<file path="config.mk">
export PLATFORM = sky130hd
export DESIGN_NAME = button_latch_with_autorepeat_core
export DESIGN_NICKNAME = d
export VERILOG_FILES = /design/src/rtl/core/btnlat_pkg.sv /design/src/rtl/core/btnlat_ctrl.sv /design/src/rtl/core/btnlat_dp.sv /design/src/rtl/core/button_latch_with_autorepeat_core.sv
export VERILOG_INCLUDE_DIRS = /design/src /design/src/rtl/core
export SDC_FILE = /design/constraint.sdc
export NUM_CORES = 1
export LEC_CHECK = 0
export BUFFER_PORTS_ARGS = -buffer_cell sky130_fd_sc_hd__buf_2
export CAP_MARGIN = 30
export CORE_MARGIN = 1
export CORE_UTILIZATION = 24
export DETAILED_ROUTE_END_ITERATION = 7
export GPL_TIMING_DRIVEN = 0
export PLACE_DENSITY = 0.44
export SKIP_LAST_GASP = 1
export SLEW_MARGIN = 10
export SYNTH_ARGS = -nofsm -noshare
export SYNTH_HDL_FRONTEND = slang
export SYNTH_SLANG_ARGS = --single-unit
</file>
<file path="constraint.sdc">
create_clock -name clk_i -period 19 [get_ports clk_i]
set_input_delay 0.95 -clock clk_i [delete_from_list [all_inputs] [get_ports clk_i]]
set_output_delay 0.95 -clock clk_i [all_outputs]
set_load 0.005 [all_outputs]
</file>
<file path="src/rtl/core/assert_macros.svh">
// ----------------------------------------------------------------------------
// Assertion macros
// Shared concurrent assertion forms for the button latch core.
// ----------------------------------------------------------------------------
`ifndef ASSERT_MACROS_SVH
`define ASSERT_MACROS_SVH

// The consequent must hold whenever the antecedent holds.
`define ASSERT_IMPL(label, clk, rst_n, ante, cons) \
  label: assert property (@(posedge clk) disable iff (!rst_n) (ante) |-> (cons)) \
    else $error("assertion failed");

// The consequent must hold in the cycle after the antecedent.
`define ASSERT_NEXT(label, clk, rst_n, ante, cons) \
  label: assert property (@(posedge clk) disable iff (!rst_n) (ante) |=> (cons)) \
    else $error("assertion failed");

// The condition must never be true.
`define ASSERT_NEVER(label, clk, rst_n, cond) \
  label: assert property (@(posedge clk) disable iff (!rst_n) !(cond)) \
    else $error("assertion failed");

`endif

</file>
<file path="src/rtl/core/btnlat_pkg.sv">
// ----------------------------------------------------------------------------
// btnlat_pkg
// Types, codes and sizes shared by the button latch controller and datapath.
// ----------------------------------------------------------------------------
package btnlat_pkg;

  // Number of pad buttons and the index width into the per-button records.
  localparam int unsigned NumButtons = 12;
  localparam int unsigned BtnIdxW    = (NumButtons > 1) ? $clog2(NumButtons) : 1;

  // Field widths.
  localparam int unsigned FuncW   = 3;
  localparam int unsigned ButtonW = 4;
  localparam int unsigned EvTypeW = 16;
  localparam int unsigned EvValW  = 2;
  localparam int unsigned TimeW   = 32;
  localparam int unsigned CfgW    = 16;
  localparam int unsigned CfgIdxW = 1;

  // Among events, only key events touch the pressed bit.
  localparam logic [EvTypeW-1:0] EvTypeKey = 16'd1;

  // Configuration register indexes.
  localparam logic [CfgIdxW-1:0] CfgRepeatDelay    = 1'b0;
  localparam logic [CfgIdxW-1:0] CfgRepeatInterval = 1'b1;

  // Reset values of the configuration registers.
  localparam logic [CfgW-1:0] RepeatDelayRst    = 16'd350;
  localparam logic [CfgW-1:0] RepeatIntervalRst = 16'd90;

  // Operation codes.
  typedef enum logic [FuncW-1:0] {
    FUNC_EVENT     = 3'd0,
    FUNC_PEEK      = 3'd1,
    FUNC_READ_CLR  = 3'd2,
    FUNC_REPEAT    = 3'd3,
    FUNC_HELD      = 3'd4,
    FUNC_CLEAR_ALL = 3'd5
  } func_e;

  // Controller states.
  typedef enum logic {
    ST_IDLE,
    ST_EXEC
  } state_e;

  // Commands from the controller to the datapath.
  typedef struct packed {
    logic capture;  // load the accepted item into the operand registers
    logic exec;     // apply the operation and load the result register
  } cmd_t;

endpackage

</file>
<file path="src/rtl/core/btnlat_ctrl.sv">
// ----------------------------------------------------------------------------
// btnlat_ctrl
// Sequencer for the button latch: takes one item, executes it, and owns the
// result valid flag of the output register.
// ----------------------------------------------------------------------------
module btnlat_ctrl (
  input  logic              clk_i,
  input  logic              rst_ni,
  input  logic              in_valid_i,
  output logic              in_stall_o,
  output logic              out_valid_o,
  input  logic              out_stall_i,
  output btnlat_pkg::cmd_t  cmd_o
);
  import btnlat_pkg::*;

  state_e state_q, state_d;
  logic   out_valid_q, out_valid_d;
  logic   res_free;

  // The result register can be loaded when empty or being drained now.
  assign res_free = !out_valid_q || !out_stall_i;

  // Next-state logic.
  always_comb begin
    state_d = state_q;
    unique case (state_q)
      ST_IDLE: begin
        if (in_valid_i) begin
          state_d = ST_EXEC;
        end
      end
      ST_EXEC: begin
        if (res_free) begin
          state_d = ST_IDLE;
        end
      end
      default: state_d = ST_IDLE;
    endcase
  end

  // Output and command logic.
  always_comb begin
    in_stall_o    = 1'b1;
    cmd_o.capture = 1'b0;
    cmd_o.exec    = 1'b0;
    unique case (state_q)
      ST_IDLE: begin
        in_stall_o    = 1'b0;
        cmd_o.capture = in_valid_i;
      end
      ST_EXEC: begin
        cmd_o.exec = res_free;
      end
      default: begin
        in_stall_o = 1'b1;
      end
    endcase
  end

  // Result valid flag: set on execution, cleared on an output transfer.
  always_comb begin
    out_valid_d = out_valid_q;
    if (cmd_o.exec) begin
      out_valid_d = 1'b1;
    end else if (out_valid_q && !out_stall_i) begin
      out_valid_d = 1'b0;
    end
  end

  always_ff @(posedge clk_i or negedge rst_ni) begin
    if (!rst_ni) begin
      state_q     <= ST_IDLE;
      out_valid_q <= 1'b0;
    end else begin
      state_q     <= state_d;
      out_valid_q <= out_valid_d;
    end
  end

  assign out_valid_o = out_valid_q;

endmodule

</file>
<file path="src/rtl/core/btnlat_dp.sv">
// ----------------------------------------------------------------------------
// btnlat_dp
// Datapath for the button latch: operand registers, per-button pressed and
// timing records, configuration registers and the result register.
// ----------------------------------------------------------------------------
module btnlat_dp (
  input  logic                                    clk_i,
  input  logic                                    rst_ni,
  input  btnlat_pkg::cmd_t                        cmd_i,
  input  logic [btnlat_pkg::FuncW-1:0]            func_i,
  input  logic [btnlat_pkg::ButtonW-1:0]          button_i,
  input  logic [btnlat_pkg::EvTypeW-1:0]          event_type_i,
  input  logic [btnlat_pkg::EvValW-1:0]           event_value_i,
  input  logic [btnlat_pkg::TimeW-1:0]            now_ms_i,
  input  logic                                    cfg_we_i,
  input  logic [btnlat_pkg::CfgIdxW-1:0]          cfg_index_i,
  input  logic [btnlat_pkg::CfgW-1:0]             cfg_data_i,
  output logic                                    status_o,
  output logic [btnlat_pkg::TimeW-1:0]            held_ms_o
);
  import btnlat_pkg::*;

  // Operand registers.
  logic [FuncW-1:0]   func_q;
  logic [ButtonW-1:0] button_q;
  logic [EvTypeW-1:0] etype_q;
  logic [EvValW-1:0]  evalue_q;
  logic [TimeW-1:0]   now_q;

  // Configuration registers.
  logic [CfgW-1:0] delay_q;
  logic [CfgW-1:0] interval_q;

  // Per-button records.
  logic [NumButtons-1:0] pressed_q, pressed_d;
  logic [NumButtons-1:0] rpt_armed_q, rpt_armed_d;
  logic [NumButtons-1:0] hold_armed_q, hold_armed_d;
  logic [TimeW-1:0]      rpt_start_q [NumButtons];
  logic [TimeW-1:0]      rpt_last_q  [NumButtons];
  logic [TimeW-1:0]      hold_start_q [NumButtons];

  // Result register.
  logic             status_q, status_d;
  logic [TimeW-1:0] held_q, held_d;

  logic               btn_ok;
  logic [BtnIdxW-1:0] btn_idx;
  logic               sel_pressed;
  logic [TimeW-1:0]   rpt_age;
  logic [TimeW-1:0]   rpt_gap;
  logic [TimeW-1:0]   hold_age;
  logic               rpt_due;
  logic               rpt_start_we;
  logic               rpt_last_we;
  logic               hold_start_we;

  // Capture the accepted item.
  always_ff @(posedge clk_i) begin
    if (cmd_i.capture) begin
      func_q   <= func_i;
      button_q <= button_i;
      etype_q  <= event_type_i;
      evalue_q <= event_value_i;
      now_q    <= now_ms_i;
    end
  end

  // Configuration writes.
  always_ff @(posedge clk_i or negedge rst_ni) begin
    if (!rst_ni) begin
      delay_q    <= RepeatDelayRst;
      interval_q <= RepeatIntervalRst;
    end else if (cfg_we_i) begin
      unique case (cfg_index_i)
        CfgRepeatDelay:    delay_q    <= cfg_data_i;
        CfgRepeatInterval: interval_q <= cfg_data_i;
        default: ;
      endcase
    end
  end

  // Selected button and its elapsed times.
  assign btn_ok      = ({1'b0, button_q} < (ButtonW + 1)'(NumButtons));
  assign btn_idx     = button_q[BtnIdxW-1:0];
  assign sel_pressed = pressed_q[btn_idx];
  assign rpt_age     = now_q - rpt_start_q[btn_idx];
  assign rpt_gap     = now_q - rpt_last_q[btn_idx];
  assign hold_age    = now_q - hold_start_q[btn_idx];
  assign rpt_due     = (rpt_age >= {{(TimeW-CfgW){1'b0}}, delay_q}) &&
                       (rpt_gap >= {{(TimeW-CfgW){1'b0}}, interval_q});

  // Operation decode and record update.
  always_comb begin
    pressed_d     = pressed_q;
    rpt_armed_d   = rpt_armed_q;
    hold_armed_d  = hold_armed_q;
    rpt_start_we  = 1'b0;
    rpt_last_we   = 1'b0;
    hold_start_we = 1'b0;
    status_d      = 1'b0;
    held_d        = '0;
    if (cmd_i.exec) begin
      if (func_q == FUNC_CLEAR_ALL) begin
        pressed_d = '0;
      end else if (btn_ok) begin
        unique case (func_q)
          FUNC_EVENT: begin
            if (etype_q == EvTypeKey) begin
              pressed_d[btn_idx] = |evalue_q;
            end
          end
          FUNC_PEEK: begin
            status_d = sel_pressed;
          end
          FUNC_READ_CLR: begin
            status_d           = sel_pressed;
            pressed_d[btn_idx] = 1'b0;
          end
          FUNC_REPEAT: begin
            if (!sel_pressed) begin
              rpt_armed_d[btn_idx] = 1'b0;
            end else if (!rpt_armed_q[btn_idx]) begin
              rpt_armed_d[btn_idx] = 1'b1;
              rpt_start_we         = 1'b1;
              rpt_last_we          = 1'b1;
              status_d             = 1'b1;
            end else if (rpt_due) begin
              rpt_last_we = 1'b1;
              status_d    = 1'b1;
            end
          end
          FUNC_HELD: begin
            if (!sel_pressed) begin
              hold_armed_d[btn_idx] = 1'b0;
            end else if (!hold_armed_q[btn_idx]) begin
              // First query while pressed starts the clock at zero.
              hold_armed_d[btn_idx] = 1'b1;
              hold_start_we         = 1'b1;
            end else begin
              held_d = hold_age;
            end
          end
          default: ;
        endcase
      end
    end
  end

  // Pressed and armed flags.
  always_ff @(posedge clk_i or negedge rst_ni) begin
    if (!rst_ni) begin
      pressed_q    <= '0;
      rpt_armed_q  <= '0;
      hold_armed_q <= '0;
    end else begin
      pressed_q    <= pressed_d;
      rpt_armed_q  <= rpt_armed_d;
      hold_armed_q <= hold_armed_d;
    end
  end

  // Timestamps; each is written before its armed flag lets it be read.
  always_ff @(posedge clk_i) begin
    if (rpt_start_we) begin
      rpt_start_q[btn_idx] <= now_q;
    end
    if (rpt_last_we) begin
      rpt_last_q[btn_idx] <= now_q;
    end
    if (hold_start_we) begin
      hold_start_q[btn_idx] <= now_q;
    end
  end

  // Result register.
  always_ff @(posedge clk_i) begin
    if (cmd_i.exec) begin
      status_q <= status_d;
      held_q   <= held_d;
    end
  end

  assign status_o  = status_q;
  assign held_ms_o = held_q;

endmodule

</file>
<file path="src/rtl/core/button_latch_with_autorepeat_core.sv">
// Flow: an item transferred in is loaded into the operand registers and then executed in the
// EXEC state; its result is valid from then on, or later while an earlier result is still stalled.
// The block takes no new item until the current one is executed: it captures the item, then runs
// the read-modify-write of the button record, and waits longer while the result is stalled.
// Reset: asynchronous, active low; clears pressed and armed flags and the
// result valid flag, and loads repeat delay 350 ms and interval 90 ms.
// ----------------------------------------------------------------------------
// button_latch_with_autorepeat_core
// Pad button latch with typematic auto-repeat and hold timing for twelve
// buttons, built as a controller and a datapath.
// ----------------------------------------------------------------------------
`include "assert_macros.svh"

module button_latch_with_autorepeat_core (
  input  logic                               clk_i,
  input  logic                               rst_ni,
  input  logic                               in_valid_i,
  output logic                               in_stall_o,
  input  logic [btnlat_pkg::FuncW-1:0]       func_i,
  input  logic [btnlat_pkg::ButtonW-1:0]     button_i,
  input  logic [btnlat_pkg::EvTypeW-1:0]     event_type_i,
  input  logic [btnlat_pkg::EvValW-1:0]      event_value_i,
  input  logic [btnlat_pkg::TimeW-1:0]       now_ms_i,
  output logic                               out_valid_o,
  input  logic                               out_stall_i,
  output logic                               status_o,
  output logic [btnlat_pkg::TimeW-1:0]       held_ms_o,
  input  logic                               cfg_we_i,
  input  logic [btnlat_pkg::CfgIdxW-1:0]     cfg_index_i,
  input  logic [btnlat_pkg::CfgW-1:0]        cfg_data_i
);
  import btnlat_pkg::*;

  cmd_t cmd;

  // Sequencer.
  btnlat_ctrl u_ctrl (
    .clk_i       (clk_i),
    .rst_ni      (rst_ni),
    .in_valid_i  (in_valid_i),
    .in_stall_o  (in_stall_o),
    .out_valid_o (out_valid_o),
    .out_stall_i (out_stall_i),
    .cmd_o       (cmd)
  );

  // Records, configuration and result.
  btnlat_dp u_dp (
    .clk_i         (clk_i),
    .rst_ni        (rst_ni),
    .cmd_i         (cmd),
    .func_i        (func_i),
    .button_i      (button_i),
    .event_type_i  (event_type_i),
    .event_value_i (event_value_i),
    .now_ms_i      (now_ms_i),
    .cfg_we_i      (cfg_we_i),
    .cfg_index_i   (cfg_index_i),
    .cfg_data_i    (cfg_data_i),
    .status_o      (status_o),
    .held_ms_o     (held_ms_o)
  );

  // An item is never captured and executed in the same cycle.
  `ASSERT_NEVER(a_no_capture_exec, clk_i, rst_ni, cmd.capture && cmd.exec)
  // Execution always leaves a pending result.
  `ASSERT_NEXT(a_exec_gives_result, clk_i, rst_ni, cmd.exec, out_valid_o)
  // After an input transfer the block is busy with that item.
  `ASSERT_NEXT(a_busy_after_transfer, clk_i, rst_ni, in_valid_i && !in_stall_o, in_stall_o)
  // Execution only loads the result register when it is free.
  `ASSERT_IMPL(a_exec_res_free, clk_i, rst_ni, cmd.exec, !(out_valid_o && out_stall_i))

endmodule
</file>
Word level (Yosys, flattened, before mapping)
Memories as Yosys holds them, arrays and structs flattened. A register that Yosys moved wholly into a read port is not among the register bits.
Cells that the tools add are included.
Word-level totals
  register bits after elaboration: 160
  memory bits (writable): 1152
  input bits: 79
  output and inout bits: 35
  logic and storage cells: 120
  memories: 3
Memory list
  u_dp.hold_start_q: words 12, width 32, read ports 1, clocked after memory_dff 1, write ports 1, RTL line btnlat_dp.sv:40  | logic [TimeW-1:0] hold_start_q [NumButtons];
  u_dp.rpt_last_q: words 12, width 32, read ports 1, clocked after memory_dff 1, write ports 1, RTL line btnlat_dp.sv:39  | logic [TimeW-1:0] rpt_last_q [NumButtons];
  u_dp.rpt_start_q: words 12, width 32, read ports 1, clocked after memory_dff 1, write ports 1, RTL line btnlat_dp.sv:38  | logic [TimeW-1:0] rpt_start_q [NumButtons];
Operators by class
  add/subtract/negate cells: 3
  magnitude comparators: 5
  equality and inequality tests: 9
  muxes and demuxes: 54
  bitwise logic cells: 13
  reductions and logical operators: 19
Operators by type and width (number)
  $sub A32 B32 Y32: 3
  $mux W12: 7
  $ge A32 B16 Y1: 2
  $and A12 B12 Y12: 3
  $mux W1: 36
  $or A12 B12 Y12: 2
  $pmux W12 S2: 1
  $eq A16 B1 Y1 const B: 1
  $bmux W1 S4: 3
  $bwmux W12: 1
  $mux W4: 3
  $not A12 Y12: 1
  $reduce_and A5 Y1: 2
  $not A1 Y1: 7
  $eq A3 B2 Y1 const B: 2
  $eq A3 B3 Y1 const B: 2
  $reduce_or A2 Y1: 3
  $lt A4 B5 Y1 const B: 1
  $reduce_or A5 Y1: 1
  $demux W1 S4: 1
  $ge A4 B1 Y1 const B: 1
  $lt A4 B4 Y1 const B: 1
  $ne A2 B2 Y1 const B: 2
  $pmux W1 S2: 2
  other kinds (10): 15

Longest topological paths before layout
  word-level depth: 12
  depth in mapped cells: 28
  gate-level depth less buffers: 24

Cells and area by module
From an unflattened synthesis, not the netlist that was laid out.
Second synthesis, totals
  cells, all modules: 3159
  area total of the unflattened synthesis: 55622.1 um^2
Modules (own cells, without submodules)
  btnlat_dp: instances 1, cells an instance 3152, area each 55530.8 um^2, sequential area each 39090.0 um^2
  btnlat_ctrl: instances 1, cells an instance 7, area each 91.3 um^2, sequential area each 50.0 um^2

Worst setup path before layout
Ideal clock, no wire load.
  path kind: register to register
  from: reg with a tool-made name
  to: mem u_dp.rpt_last_q[10][0], enable pin
  library setup time: 479 ps
  arrival time: 7562 ps
  data required time: 18521 ps
  setup slack: 10959 ps
  cell stages (with the launch flop): 29
  path buffers: 4
  clock period less this slack: 8041 ps
  path through: dfxtp_1 -> clkbuf_1 -> clkbuf_1 -> buf_1 -> buf_1 -> mux4_2 -> mux2i_1 -> o21ai_0 -> ha_1 -> fa_1 -> nand2b_1 -> a21oi_1 -> o221a_4 -> o21ai_0 -> nand2b_1 -> a21o_1 -> a21oi_1 -> xnor2_1 -> ha_1 -> and4_1 -> nand2_1 -> o2111ai_1 -> or4_1 -> nor4_1 -> nand3_1 -> a2111oi_0 -> nand4_1 -> o32ai_2 -> a21oi_1
RTL lines (RTL line)
  to (decl): btnlat_dp.sv:39

==> impl_table.tex <==
\begin{tabular}{lr}
\hline
Metric & Value \\
\hline
\multicolumn{2}{l}{\textbf{Detailed routing}} \\
\quad Total wire length after detailed routing & 171000 um \\
\quad Vias per cell & 4.59 \\
\quad 1st-pass router iterations & 5 \\
\quad Iteration-0 DRC Markers & 3081 \\
\quad Drt drc & 0 \\
\quad Via count & 31843 \\
\quad Antenna viol nets, final & 0 \\
\quad Wire length per cell & 24.7 um \\
\multicolumn{2}{l}{\textbf{Clocking}} \\
\quad Hold-fix buffer count after cts & 0 \\
\quad Maximum clock path buffer count & 3 \\
\quad TritonCTS clock tree & done \\
\quad Inserted Clock Buffers & 141 \\
\quad Register clock-pin slew on the reported worst setup and hold paths & 60 ps \\
\quad CTS Root Cell & sky130\_fd\_sc\_hd\_\_clkbuf\_16 \\
\quad Number of buffers added for setup after CTS & 0 \\
\quad Clk sinks & 1316 \\
\quad Worst skew pair latency & 790 ps \\
\quad H-tree Lvls & 4 \\
\quad Count of cells resized by post-cts repair & 0 \\
\multicolumn{2}{l}{\textbf{Place}} \\
\quad Detailed placement HPWL & 126000 um \\
\quad Placer's final routability congestion estimate & 0.842 \\
\quad Placed inst area & 64300 um\^{}2 \\
\quad Port Buf Inserts & 113 \\
\quad Worst slack at placement & 8580 ps \\
\multicolumn{2}{l}{\textbf{Timing}} \\
\quad Least-Margin Pin Slew & 992 ps \\
\quad Final worst-path cycle share & 0.532 \\
\quad Slew Limit Headroom & 0.332 \\
\quad RSZ-0062 raised after global routing & false \\
\quad Setup clock skew after layout & 24.9 ps \\
\quad Max-slew violation total from the final report & 0 \\
\quad Final-report setup violation count & 0 \\
\quad Post-route minimum period & 10110 ps \\
\quad Max Clock Freq & 98.9 MHz \\
\quad Number of hold-slack violations in the final timing report & 0 \\
\quad Setup TNS & 0 ps \\
\quad Least setup slack across all paths after layout & 8890 ps \\
\multicolumn{2}{l}{\textbf{Floorplanning}} \\
\quad Vertical die dimension & 486 um \\
\quad Boundary Pins & 114 \\
\quad Std-Cell Core Area & 233000 um\^{}2 \\
\quad Die ar. & 237000 um\^{}2 \\
\quad Initial Utilization & 0.242 \\
\quad Die W & 486 um \\
\quad FP Rows & 177 \\
\multicolumn{2}{l}{\textbf{Worst setup path}} \\
\quad End of the worst register-to-register path & u\_dp.rpt\_last\_q[9][23]\$\_DFFE\_PP\_ \\
\quad Cell type of the slowest stage on the worst timing path & sky130\_fd\_sc\_hd\_\_o32ai\_4 \\
\quad Crit path kind & reg -> reg \\
\quad WP data arrival & 10640 ps \\
\quad Delay contributed by the slowest stage of the critical path & 910 ps \\
\quad Worst path required time & 19530 ps \\
\quad Critical path capture point type & flip-flop \\
\quad Maximum fanout along the worst path & 17 \\
\quad Startpoint types & flip-flop \\
\quad Worst-case reg-to-reg path depth & 32 \\
\quad Register-to-register setup slack & 8890 ps \\
\multicolumn{2}{l}{\textbf{Run status}} \\
\quad Result of the run & complete, no violations \\
\multicolumn{2}{l}{\textbf{Yosys}} \\
\quad Post-synthesis cell count & 3267 \\
\quad Number of warnings reported in the yosys synthesis log & 0 \\
\quad Net count after synthesis & 3478 \\
\quad Prevailing post-synth register cell & sky130\_fd\_sc\_hd\_\_edfxtp\_1 \\
\quad Average cell area after synthesis & 17.2 um\^{}2 \\
\quad Post-Synthesis Cell Area & 56300 um\^{}2 \\
\quad Number of enable-type register cells in the synthesized netlist & 1242 \\
\quad Post-synthesis async set-or-reset flop share & 0.0532 \\
\quad Fraction of the yosys area taken by sequential cells & 0.695 \\
\quad Number of distinct library cells after synthesis & 82 \\
\quad Register bit total from synthesis & 1316 \\
\multicolumn{2}{l}{\textbf{GRT}} \\
\quad Global-route congestion overflow total & 0 \\
\quad Number of antenna violations at the first check in global routing & 24 \\
\quad Number of global-route vias before repair & 31934 \\
\quad Maximum number of pins on one net before global-route repair & 43 \\
\quad Overall routing resource usage & 0.144 \\
\quad First-pass GRT wire length & 243000 um \\
\multicolumn{2}{l}{\textbf{Finish}} \\
\quad Top library cells by usage in the layout, fill and taps aside & 1242 x sky130\_fd\_sc\_hd\_\_edfxtp\_1, 297 x sky130\_fd\_sc\_hd\_\_mux4\_2, 206 x sky130\_fd\_sc\_hd\_\_nor2\_1 \\
\quad Leading cell type in the layout, fill and taps excluded & sky130\_fd\_sc\_hd\_\_edfxtp\_1 \\
\quad Post-layout nets & 3897 \\
\quad Area growth syn-to-layout & 22.4\% \\
\quad Fillers & 23078 \\
\quad Design Area, Final & 68900 um\^{}2 \\
\quad Fraction of final layout cells sized beyond drive strength 1 & 0.233 \\
\multicolumn{2}{l}{\textbf{Power and ir drop}} \\
\quad PwrDens & 132 nW/um\^{}2 \\
\quad Worst ir drop on vdd & 0.0938 mV \\
\quad Overall power & 9.10 mW \\
\quad Leakage Power & 22.8 nW \\
\multicolumn{2}{l}{\textbf{Hold path}} \\
\quad Path category of the worst min-delay check & in -> async \\
\multicolumn{2}{l}{\textbf{Run}} \\
\quad Number of max-capacitance violations reported & 0 \\
\hline
\end{tabular}
==> worst max-delay path: cells and delay by family, from the launching register on <==
family | cells | cell delay [ps]
multiplexers | 2 | 710
AO/OA/AOI/OAI | 10 | 2950
XOR/XNOR | 1 | 200
adder cells (fa/ha/maj) | 3 | 1050
flip-flops | 1 | 310
AND/OR/NAND/NOR | 8 | 1890
buffers and inverters | 8 | 2680
==> worst max-delay path by stage <==
stage / start / endpoint / slack, ps
after CTS: flip-flop / u_dp.rpt_last_q[2][20]$_DFFE_PP_ / 8520
after global placement: flip-flop / u_dp.rpt_last_q[10][21]$_DFFE_PP_ / 5260
after detailed placement: flip-flop / u_dp.rpt_last_q[2][23]$_DFFE_PP_ / 8580
after floorplan: flip-flop / u_dp.rpt_last_q[10][0]$_DFFE_PP_ / 10960
after global routing: flip-flop / u_dp.rpt_last_q[2][18]$_DFFE_PP_ / 8060
final: flip-flop / u_dp.rpt_last_q[9][23]$_DFFE_PP_ / 8890
==> cell usage after synthesis, types with 9 or more instances <==
| master | count | share of area |
|---|---|---|
| sky130_fd_sc_hd__edfxtp_1 | 1242 | 0.66 |
| sky130_fd_sc_hd__mux4_2 | 297 | 0.12 |
| sky130_fd_sc_hd__nor2_1 | 236 | 0.016 |
| sky130_fd_sc_hd__a21oi_1 | 181 | 0.016 |
| sky130_fd_sc_hd__nand2_1 | 134 | 0.0089 |
| sky130_fd_sc_hd__ha_1 | 129 | 0.029 |
| sky130_fd_sc_hd__o21ai_0 | 114 | 0.010 |
| sky130_fd_sc_hd__clkbuf_1 | 105 | 0.0070 |
| sky130_fd_sc_hd__mux2i_1 | 104 | 0.018 |
| sky130_fd_sc_hd__inv_1 | 70 | 0.0047 |
| sky130_fd_sc_hd__dfrtp_1 | 60 | 0.027 |
| sky130_fd_sc_hd__buf_1 | 42 | 0.0028 |
| sky130_fd_sc_hd__a21o_1 | 41 | 0.0055 |
| sky130_fd_sc_hd__mux2_2 | 40 | 0.0080 |
| sky130_fd_sc_hd__xnor2_1 | 39 | 0.0061 |
| sky130_fd_sc_hd__nand3_1 | 34 | 0.0030 |
| sky130_fd_sc_hd__nor3_1 | 31 | 0.0028 |
| sky130_fd_sc_hd__nand4_1 | 29 | 0.0032 |
| sky130_fd_sc_hd__o21a_1 | 28 | 0.0037 |
| sky130_fd_sc_hd__nand2b_1 | 24 | 0.0027 |
| sky130_fd_sc_hd__o211ai_1 | 22 | 0.0029 |
| sky130_fd_sc_hd__xor2_1 | 22 | 0.0034 |
| sky130_fd_sc_hd__a211oi_1 | 14 | 0.0019 |
| sky130_fd_sc_hd__nor2b_1 | 14 | 0.0016 |
| sky130_fd_sc_hd__a31oi_1 | 13 | 0.0014 |
| sky130_fd_sc_hd__o21bai_1 | 12 | 0.0016 |
| sky130_fd_sc_hd__nor4_1 | 11 | 0.0012 |
| sky130_fd_sc_hd__dfstp_2 | 10 | 0.0047 |
| sky130_fd_sc_hd__a2111oi_0 | 9 | 0.0014 |
==> per-stage QoR <==
stage,instances,hold WS [ps],util
2_1_floorplan,3267,444,-
3_3_place_gp,6512,463,0.261
3_5_place_dp,6662,474,0.276
4_1_cts,6916,111,0.295
5_1_grt,6931,150,0.296
6_report,6937,148,0.296
==> cells by family (layout without fill, tap and decap cells) <==
kind of cell / count (synthesis) / in the layout / share of synthesized area
xor gates and xnor gates: 61 / 61 / 0.00948
DFF: 1316 / 1316 / 0.695
AOI/OAI and AO/OA: 523 / 523 / 0.0593
and+or+nand+nor: 569 / 569 / 0.0464
adders and majority gates: 132 / 132 / 0.0297
buffers and inverters: 225 / 755 / 0.0152
other: 0 / 8 / 0
muxes: 441 / 441 / 0.145
==> flip-flops by register name, indices dropped and copies added, names as in the netlist, named ones only <==
| signal | flops |
|---|---|
| u_dp.status_o | 1 |
| u_dp.now_q | 32 |
| u_dp.evalue_q | 2 |
| u_dp.delay_q | 16 |
| u_dp.etype_q | 16 |
| u_dp.rpt_last_q | 384 |
| u_dp.held_ms_o | 32 |
| u_dp.rpt_start_q | 384 |
| u_dp.hold_start_q | 384 |
| u_dp.btn_idx | 4 |
| u_dp.pressed_q | 12 |
| u_ctrl.out_valid_o | 1 |
| u_dp.interval_q | 16 |
| u_ctrl.state_q | 1 |
| u_dp.func_q | 3 |
==> final cells by class <==
class,instances,area [um^2],area share
flip-flops and latches,1316,39100,0.568
multi-input cells,1726,16600,0.241
well taps,3132,3920,0.0568
repair buffers,276,3880,0.0563
clock buffers,193,3870,0.0561
clock inverters,61,606,0.00878
plain buffers,155,603,0.00875
inverters,70,263,0.00381
diodes,8,20.0,0.000290
==> metal layers <==
layer / global-route usage / up-vias / wire length [um]
li1: - / 14013 / -
met1: 0.207 / 16741 / 80300
met2: 0.223 / 858 / 77700
met3: 0.0227 / 213 / 8920
met4: 0.0360 / 18 / 3910
met5: 0 / - / 116
==> where the power goes <==
part           switching (mW)  internal [mW]  leakage (nW)  total, mW
clock network            1.16           1.54          2.17       2.70
registers              0.0876           3.34          12.1       3.43
logic                    1.78           1.19          8.46       2.97
No activity file was read; power rests on OpenSTA's default activity.
